<file path="src/hw/rtl/assert_macros.svh">
// Assertion macros for the RTL of the binary trie prefix lookup block.
// Expects clk and arst_n in the scope of use.
`ifndef ASSERT_MACROS_SVH
`define ASSERT_MACROS_SVH

// Property that must hold at every clock edge out of reset.
`define BTPL_ASSERT(label, expr) \
	label: assert property (@(posedge clk) disable iff (!arst_n) (expr)) \
		else $error("btpl: assertion failed");

// Overlapping implication.
`define BTPL_ASSERT_IMPL(label, ante, cons) \
	label: assert property (@(posedge clk) disable iff (!arst_n) (ante) |-> (cons)) \
		else $error("btpl: implication failed");

`endif

</file>
<file path="src/hw/rtl/btpl_pkg.sv">
// Package for the binary trie prefix lookup block: sizes, codes and types.
// No dependencies.
`timescale 1ns / 1ps

package btpl_pkg;

	localparam int NODE_COUNT = 65536;
	localparam int NODE_W     = $clog2(NODE_COUNT);
	localparam int CNT_W      = NODE_W + 1;
	localparam int DEPTH_W    = 6;

	localparam logic [DEPTH_W-1:0] MAX_DEPTH = DEPTH_W'(32);

	localparam logic FUNC_INSERT = 1'b0;
	localparam logic FUNC_LOOKUP = 1'b1;

	typedef enum logic [1:0] {
		OP_NOP,
		OP_INSERT,
		OP_LOOKUP
	} op_t;

	typedef struct packed {
		op_t                op;
		logic [31:0]        address;
		logic [DEPTH_W-1:0] len;
		logic [7:0]         hop;
	} item_t;

	typedef struct packed {
		logic [NODE_W-1:0] left;
		logic [NODE_W-1:0] right;
		logic              hvalid;
		logic [7:0]        hop;
	} node_t;

	localparam int NODE_BITS = $bits(node_t);

	typedef struct packed {
		logic             pop;
		logic [CNT_W-1:0] nodes_used;
	} walk_stat_t;

	typedef enum logic [1:0] {
		ST_IDLE,
		ST_EVAL,
		ST_ALLOC,
		ST_RESP
	} walk_state_t;

endpackage

</file>
<file path="src/hw/rtl/btpl_front.sv">
// Front end: accepts input beats, classifies them and holds them in a two-entry queue.
// Depends on btpl_pkg.
`timescale 1ns / 1ps

module btpl_front import btpl_pkg::*; (
	input  logic               clk,
	input  logic               arst_n,
	input  logic               in_valid,
	output logic               in_stall,
	input  logic               func,
	input  logic [31:0]        address,
	input  logic [DEPTH_W-1:0] prefix_len,
	input  logic [7:0]         next_hop,
	output logic               q_valid,
	output item_t              q_item,
	input  walk_stat_t         stat
);

	item_t      q_mem_q [2];
	logic       wr_ptr_q;
	logic       rd_ptr_q;
	logic [1:0] count_q;
	item_t      item_in;
	logic       push;

	always_comb begin
		item_in.address = address;
		item_in.hop     = next_hop;
		item_in.len     = (prefix_len > MAX_DEPTH) ? MAX_DEPTH : prefix_len;
		if (func == FUNC_LOOKUP) begin
			item_in.op = OP_LOOKUP;
		end else if (prefix_len == '0) begin
			item_in.op = OP_NOP;
		end else begin
			item_in.op = OP_INSERT;
		end
	end

	assign in_stall = (count_q == 2'd2);
	assign push     = in_valid && !in_stall;
	assign q_valid  = (count_q != 2'd0);
	assign q_item   = q_mem_q[rd_ptr_q];

	always_ff @(posedge clk) begin
		if (push) begin
			q_mem_q[wr_ptr_q] <= item_in;
		end
	end

	always_ff @(posedge clk or negedge arst_n) begin
		if (!arst_n) begin
			wr_ptr_q <= 1'b0;
			rd_ptr_q <= 1'b0;
			count_q  <= 2'd0;
		end else begin
			if (push) begin
				wr_ptr_q <= !wr_ptr_q;
			end
			if (stat.pop) begin
				rd_ptr_q <= !rd_ptr_q;
			end
			case ({push, stat.pop})
				2'b10:   count_q <= count_q + 2'd1;
				2'b01:   count_q <= count_q - 2'd1;
				default: count_q <= count_q;
			endcase
		end
	end

endmodule

</file>
<file path="config.mk">
export PLATFORM = sky130hd
export DESIGN_NAME = btpl_front
export DESIGN_NICKNAME = d
export VERILOG_FILES = /design/src/hw/rtl/assert_macros.svh /design/src/hw/rtl/btpl_pkg.sv /design/src/hw/rtl/btpl_front.sv
export SDC_FILE = /design/constraint.sdc
export NUM_CORES = 1
export LEC_CHECK = 0
export BUFFER_PORTS_ARGS = -buffer_cell sky130_fd_sc_hd__buf_2
export CAP_MARGIN = 0
export CORE_ASPECT_RATIO = 1.1
export CORE_MARGIN = 8
export CORE_UTILIZATION = 41
export DETAILED_ROUTE_END_ITERATION = 6
export PLACE_DENSITY = 0.7
export SLEW_MARGIN = 15
export SYNTH_ARGS = -nofsm -noshare
export SYNTH_HDL_FRONTEND = slang
export SYNTH_SLANG_ARGS = --single-unit
</file>
<file path="constraint.sdc">
create_clock -name clk -period 8.45 [get_ports clk]
set_input_delay 0.845 -clock clk [delete_from_list [all_inputs] [get_ports clk]]
set_output_delay 0.845 -clock clk [all_outputs]
set_load 0.03 [all_outputs]
</file>
==> results of run 1 <==
[kinds of logic (layout without fill, tap and decap cells)]
logic type      count (synthesis)  after routing  synth area share, %
compound gates                  1              1               0.1333
xor+xnor                        5              5                1.168
fa+ha+maj                       1              1               0.3336
buf+inv                         7            120                1.501
flops                         100            100                79.55
mux                            48             48                15.42
simple gates                   13             13                1.902
[registers in the layout (all words and copies together), names as in the netlist]
| name | flops |
|---|---|
| count_q | 2 |
| rd_ptr_q | 1 |
| wr_ptr_q | 1 |
| q_mem_q | 96 |
[per-stage QoR]
stage,cells,power [mW]
after floorplan,175,1.217
after global placement,386,1.369
after detailed placement,386,1.379
after CTS,402,1.649
after global routing,402,1.706
final,402,1.613
[Yosys cell counts]
cell type | n | area, µm²
or2_2 | 1 | 6.260
nor2_1 | 3 | 11.26
buf_6 | 1 | 11.26
nor4_1 | 1 | 6.260
ha_1 | 1 | 12.51
clkbuf_1 | 1 | 3.750
dfrtp_1 | 4 | 100.1
mux2_4 | 10 | 150.1
nor2b_1 | 5 | 31.28
xor2_1 | 2 | 17.52
buf_4 | 3 | 22.52
a21oi_1 | 1 | 5.000
and3_1 | 1 | 6.260
edfxtp_1 | 96 | 2883
inv_1 | 1 | 3.750
nand2_1 | 1 | 3.750
buf_8 | 1 | 15.01
nand2b_1 | 1 | 6.260
mux2_2 | 38 | 427.9
xnor2_1 | 3 | 26.28
[cell usage in the layout, fill, tap and decap left out]
cell type	Yosys	routed
clkbuf_1	1	3
clkbuf_8	0	11
nor2b_1	5	5
nor2_1	3	2
buf_2	0	100
and3_2	0	1
inv_1	1	1
clkinv_1	0	1
xnor2_1	3	3
edfxtp_1	96	96
nand2_1	1	1
or2_2	1	1
dfrtp_1	4	3
clkinv_2	0	1
xor2_1	2	2
mux2_4	10	10
mux2_2	38	38
nor4_1	1	1
a21oi_1	1	1
ha_1	1	1
dfrtp_2	0	1
nor2_4	0	1
nand2b_1	1	1
buf_4	3	3
[area by class of cell]
class	instances	area [µm²]	share of cell area (%)
multi-input cells	68	719.4	15.83
inverters	1	3.754	0.08260
clock buffers	14	162.7	3.579
repair buffers	103	523.0	11.51
flip-flops and latches	100	2984	65.67
well taps	114	142.6	3.139
clock inverters	2	8.758	0.1927
[power by group through the flow]
| stage | registers, mW | logic, mW | clock network, mW |
|---|---|---|---|
| after floorplan | 0.717 | 0.500 | 0 |
| after global placement | 0.731 | 0.638 | 0 |
| after detailed placement | 0.739 | 0.640 | 0 |
| after CTS | 0.728 | 0.642 | 0.280 |
| after global routing | 0.735 | 0.669 | 0.302 |
| final | 0.724 | 0.623 | 0.266 |
[path summary, 6_finish.rpt]
check                                        from                       end  slack (ns)  cells after the start
max                          rd_ptr_q$_DFFE_PN0P_                q_item[11]        5.53                      3
min                                        arst_n      rd_ptr_q$_DFFE_PN0P_        0.28                      1
max reg2reg                count_q[0]$_DFFE_PN0P_  q_mem_q[0][29]$_DFFE_PP_        6.38                      4
min reg2reg                count_q[1]$_DFFE_PN0P_    count_q[1]$_DFFE_PN0P_        0.50                      1
max in group asynchronous                  arst_n      rd_ptr_q$_DFFE_PN0P_        8.04                      1
min in group clk           count_q[1]$_DFFE_PN0P_    count_q[1]$_DFFE_PN0P_        0.50                      1
[routing by layer]
metal,routed length (µm),up-vias
li1,-,896
met1,2464,908
met2,3391,71
met3,505,11
met4,144,0
met5,0,-
[worst reg2reg max path, stage by stage (launching register included)]
cell	delay [ns]
dfrtp_1	0.41
nand2b_1	0.16
nand2_1	0.15
nor2_4	0.54
buf_4	0.47
==> flow_metrics.env, run 1 <==
export IMPL_cts_clk_slew_worst_paths_ns=0.08
export IMPL_drtAntennaViolNets=0
export IMPL_slew_viol_final=0
export IMPL_cts_tree="yes"
export IMPL_skew_ns=0.005874
export IMPL_tightest_slew_ns=0.6570
export IMPL_initialDrtViolationCount=58
export IMPL_synth_seq_cells=100
export IMPL_routabilityCongestion=0.6680
export IMPL_cp_end_kind="output port"
export IMPL_switching_power_uw=587.8
export IMPL_crit_path_max_incr_delay_ns=0.64
export IMPL_dr_pass1_iters=4
export IMPL_place_hpwl_um=4502
export IMPL_cp_required_ns=7.61
export IMPL_nFillCells=769
export IMPL_num_antenna_cells=0
export IMPL_use_met1_pct=11.38
export IMPL_vias=1886
export IMPL_relSlewSlack_pct=56.09
export IMPL_critPathArrivalTime_ns=2.07
export IMPL_die_area_um2=12470
export IMPL_worst_hold_slack_ns=0.2843
export IMPL_antenna_found_initial=0
export IMPL_syn_avg_cell_area_um2=21.43
export IMPL_clockBufferDepth=2
export IMPL_clock_latency_ns=0.35
export IMPL_routedWlPerCell_um=16.18
export IMPL_hold_buffers=0
export IMPL_synthCells=175
export IMPL_initial_utilization_pct=42.26
export IMPL_p_seq_share_pct=44.9
export IMPL_coreArea_um2=8874
export IMPL_synth_cell_types=20
export IMPL_rows=36
export IMPL_grt_max_degree=49
export IMPL_htreeDepth=3
export IMPL_setup_viol=0
export IMPL_boundaryPins=118
export IMPL_p_int_mw=1.026
export IMPL_numCtsBuffers=9
export IMPL_stdcell_area_um2=4544
export IMPL_syn_nets=244
export IMPL_fin_nets=352
export IMPL_path_delay_family="buffers and inverters"
export IMPL_yosys_warnings=0
export IMPL_utilization_pct=51.21
export IMPL_vias_per_cell=4.692
export IMPL_die_h_um=116.3
export IMPL_root_buffer="clkbuf_8"
export IMPL_preCtsSetupSlack_ns=5.832
export IMPL_layout_drive_gt1_share_pct=57.99
export IMPL_wl_um=6505
export IMPL_grt_use_met3_pct=3.753
export IMPL_hold_viol=0
export IMPL_cts_resized=0
export IMPL_worstSetupPathType="reg2out"
export IMPL_cts_setup_buffers=0
export IMPL_synth_area_um2=3750
export IMPL_worstHoldPathType="in2async"
export IMPL_grtUsageTotal_pct=10.88
export IMPL_post_dp_cell_area_um2=4373
export IMPL_path_buf_inv=2
export IMPL_finalCritPeriodShare_pct=34.53
export IMPL_die_w_um=107.2
export IMPL_overflow=0
export IMPL_drc=0
export IMPL_rsz0062_at_grt="no"
export IMPL_powerDensity_nw_per_um2=355.0
export IMPL_power_switching_share_pct=36.43
export IMPL_p_clk_share_pct=16.5
export IMPL_cp_start_kind="flip-flop"
export IMPL_grt_pass1_vias=2106
export IMPL_slowest_stage="dfrtp_2"
export IMPL_fin_ws_ns=5.532
export IMPL_ir_worst_vdd_v=0.0001585
export IMPL_grt_pass1_wl_um=10180
export IMPL_yosysSeqAreaShare_pct=79.55
export IMPL_drv_cap=0
export IMPL_tns_ns=0
export IMPL_grt_util_met2_pct=18.38
export IMPL_layout_min_cycle_time_ns=2.918
export IMPL_path_cells="buf_4 > mux2_2 > buf_2"
export IMPL_crit_fanout=35
export IMPL_portBuffers=100
export IMPL_status="completed"
export IMPL_leakage_nw=1.731
export IMPL_clock_sinks=100
export IMPL_syn_to_final_growth_pct=21.19
export IMPL_grt_busiest_layer="met2"
export IMPL_pwr_share_comb_pct=38.6
export IMPL_fmax_mhz=342.7
(Power assumes the default switching activity.)
==> run 2: changes to the inputs <==
--- a/config.mk
+++ b/config.mk
@@ -5,6 +5,7 @@
 export SDC_FILE = /design/constraint.sdc
 export NUM_CORES = 1
 export LEC_CHECK = 0
+export ABC_AREA = 1
 export BUFFER_PORTS_ARGS = -buffer_cell sky130_fd_sc_hd__buf_2
 export CAP_MARGIN = 0
 export CORE_ASPECT_RATIO = 1.1
==> constraint.sdc (replaced) <==
create_clock -name clk -period 2.7 [get_ports clk]
set_input_delay 0.27 -clock clk [delete_from_list [all_inputs] [get_ports clk]]
set_output_delay 0.27 -clock clk [all_outputs]
set_load 0.03 [all_outputs]
==> run 2 against run 1 <==
  * First-iteration DRC count is 14% lower
  * Register-to-register slack worse by 5.6 ns
  * Clock power grew to 3.8 times the previous value
  * Critical endpoint is now q_mem_q[1][11]$_DFFE_PP_
  * Hold slack worse by 0.19 ns
  * Setup slack worse by 4.8 ns
  * Final cell count is 6.2% higher
  * Die area is 1.1% higher
  * Synthesized cell count is 11% higher
  * Largest cell class unchanged
  * Sequential share of layout area is 2.1 points lower
==> flow_metrics.env, run 2 <==
export IMPL_finalCritPeriodShare_pct=71.07
export IMPL_grt_max_degree=34
export IMPL_worstHoldPathType="in2reg"
export IMPL_portBuffers=100
export IMPL_initial_utilization_pct=41.41
export IMPL_regMostFlops="q_mem_q"
export IMPL_hp_start="next_hop[6]"
export IMPL_wl_um=6861
export IMPL_synth_edff_count=96
export IMPL_vias=1994
export IMPL_largest_reg_flops=96
export IMPL_synthCells=194
export IMPL_cts_clk_slew_worst_paths_ns=0.09
export IMPL_slowest_stage="nor2_4"
export IMPL_dr_pass1_iters=4
export IMPL_die_area_um2=12600
export IMPL_leakage_nw=1.846
export IMPL_layout_min_cycle_time_ns=1.919
export IMPL_worst_hold_slack_ns=0.09824
export IMPL_syn_nets=263
export IMPL_crit_fanout=17
export IMPL_grtUsageTotal_pct=10.87
export IMPL_r2r_start="count_q[1]$_DFFE_PN0P_"
export IMPL_mostFrequentLayoutCell="buf_2"
export IMPL_fin_nets=374
export IMPL_htreeDepth=3
export IMPL_syn_to_final_growth_pct=23.63
export IMPL_top_regs="q_mem_q x96, count_q x2"
export IMPL_synth_top_cell_by_area="edfxtp_1"
export IMPL_antenna_found_initial=0
export IMPL_coreArea_um2=9166
export IMPL_path_cells="inv_1 > o21ai_0 > nor2_4 > buf_4"
export IMPL_crit_path_max_incr_delay_ns=0.53
export IMPL_stdcell_area_um2=4693
export IMPL_place_hpwl_um=4773
export IMPL_synth_area_leaders="edfxtp_1 (76%), mux2_2 (11%), mux2_4 (4.0%)"
export IMPL_synthArstFlopShare_pct=4.000
export IMPL_cts_tree="yes"
export IMPL_post_dp_cell_area_um2=4462
export IMPL_yosys_warnings=0
export IMPL_drc=0
export IMPL_skew_ns=0.003407
export IMPL_syn_avg_cell_area_um2=19.57
export IMPL_routabilityCongestion=0.7176
export IMPL_powerDensity_nw_per_um2=1122
export IMPL_numCtsBuffers=9
export IMPL_yosysMostFrequentCell="edfxtp_1"
export IMPL_num_antenna_cells=0
export IMPL_rsz0062_at_grt="no"
export IMPL_root_buffer="clkbuf_8"
export IMPL_cp_required_ns=2.75
export IMPL_setup_viol=0
export IMPL_r2r_end="q_mem_q[1][11]$_DFFE_PP_"
export IMPL_grt_pass1_vias=2160
export IMPL_status="completed"
export IMPL_grt_pass1_wl_um=10160
export IMPL_rows=37
export IMPL_synth_ff_type="edfxtp_1"
export IMPL_synth_top_cell_area_share_pct=75.94
export IMPL_worstSetupPathType="reg2reg"
export IMPL_layout_drive_gt1_share_pct=55.48
export IMPL_synth_seq_cells=100
export IMPL_critPathArrivalTime_ns=1.97
export IMPL_cp_end_kind="flip-flop"
export IMPL_min_path_cells=1
export IMPL_clock_sinks=100
export IMPL_routedWlPerCell_um=16.07
export IMPL_cts_setup_buffers=0
export IMPL_initialDrtViolationCount=50
export IMPL_yosysSeqAreaShare_pct=78.58
export IMPL_tightest_slew_ns=0.5876
export IMPL_synth_common_cells="edfxtp_1 (96), mux2_2 (38), inv_1 (13)"
export IMPL_startpoint="count_q[1]$_DFFE_PN0P_"
export IMPL_drv_cap=0
export IMPL_reg2reg_slack_ns=0.78
export IMPL_fmax_mhz=521.2
export IMPL_final_cell_mix="buf_2 (100), edfxtp_1 (96), mux2_2 (38)"
export IMPL_ir_worst_vdd_v=0.0006454
export IMPL_hold_viol=0
export IMPL_clockBufferDepth=2
export IMPL_die_h_um=116.9
export IMPL_p_total_mw=5.268
export IMPL_synth_cell_types=19
export IMPL_worstRegToRegCells=4
export IMPL_tns_ns=0
export IMPL_clock_latency_ns=0.35
export IMPL_synth_area_um2=3796
export IMPL_relSlewSlack_pct=60.73
export IMPL_slew_viol_final=0
export IMPL_overflow=0
export IMPL_die_w_um=107.7
export IMPL_cp_start_kind="flip-flop"
export IMPL_cts_resized=0
export IMPL_drtAntennaViolNets=0
export IMPL_boundaryPins=118
export IMPL_vias_per_cell=4.670
export IMPL_worstHoldEndpoint="q_mem_q[0][6]$_DFFE_PP_"
==> run 2: where the power goes <==
group,total [mW],switching [mW],internal [mW]
Sequential,2.20,0.0825,2.11
Clock,1.00,0.471,0.528
Combinational,2.07,1.34,0.730
==> run 2: how the worst max path moves through the flow <==
| stage | to | slack [ns] | cells past startpoint |
|---|---|---|---|
| 2_1_floorplan | q_mem_q[1][0]$_DFFE_PP_ | 0.40 | 3 |
| 3_3_place_gp | q_mem_q[1][35]$_DFFE_PP_ | 0.82 | 4 |
| 3_5_place_dp | q_mem_q[1][35]$_DFFE_PP_ | 0.72 | 4 |
| 4_1_cts | q_mem_q[1][35]$_DFFE_PP_ | 0.70 | 4 |
| 5_1_grt | q_mem_q[1][35]$_DFFE_PP_ | 0.58 | 4 |
| 6_report | q_mem_q[1][11]$_DFFE_PP_ | 0.78 | 4 |
==> run 2: layer usage <==
| metal | global-route usage (%) | routed length (µm) | up-vias |
|---|---|---|---|
| li1 | - | - | 952 |
| met2 | 19.21 | 3485 | 59 |
| met4 | 6.667 | 159 | 0 |
| met3 | 2.957 | 393 | 12 |
| met1 | 11.29 | 2823 | 971 |
| met5 | 0 | 0 | - |
==> run 2: logic make-up after synthesis <==
family          after synthesis  synth area share, %
mux                          48                15.23
compound gates                4               0.5932
xor+xnor                      2               0.4615
buf+inv                      19                2.670
simple gates                 20                2.142
flops                       100                78.58
fa+ha+maj                     1               0.3295
==> run 2: stage by stage <==
step           instances  utilization, %  worst slack (ns)
6_report             427           51.20            0.7812
5_1_grt              427           51.20            0.5766
4_1_cts              427           51.20            0.7048
3_5_place_dp         410           48.68            0.7217
3_3_place_gp         410           48.68            0.8179
2_1_floorplan        194               -            0.4016
==> run 2: worst max-delay path, delay by kind of cell (launching register included) <==
| kind | cells | cell delay, ns |
|---|---|---|
| flops | 1 | 0.39 |
| buf+inv | 2 | 0.48 |
| simple gates | 1 | 0.53 |
| compound gates | 1 | 0.22 |
==> run 2: what timing repair did <==
item                                    in CTS  in global routing
hold endpoints to repair                     4                  0
endpoints found under the setup margin       0                  0
hold buffers                                 1                  0
==> run 2: area by class of cell <==
type	count	area, µm²
Clock inverter	3	42.54
Fill cell	801	4473
Tap cell	117	146.4
Multi-Input combinational cell	75	719.4
Timing Repair Buffer	106	573.1
Inverter	13	48.80
Clock buffer	13	178.9
Sequential cell	100	2984
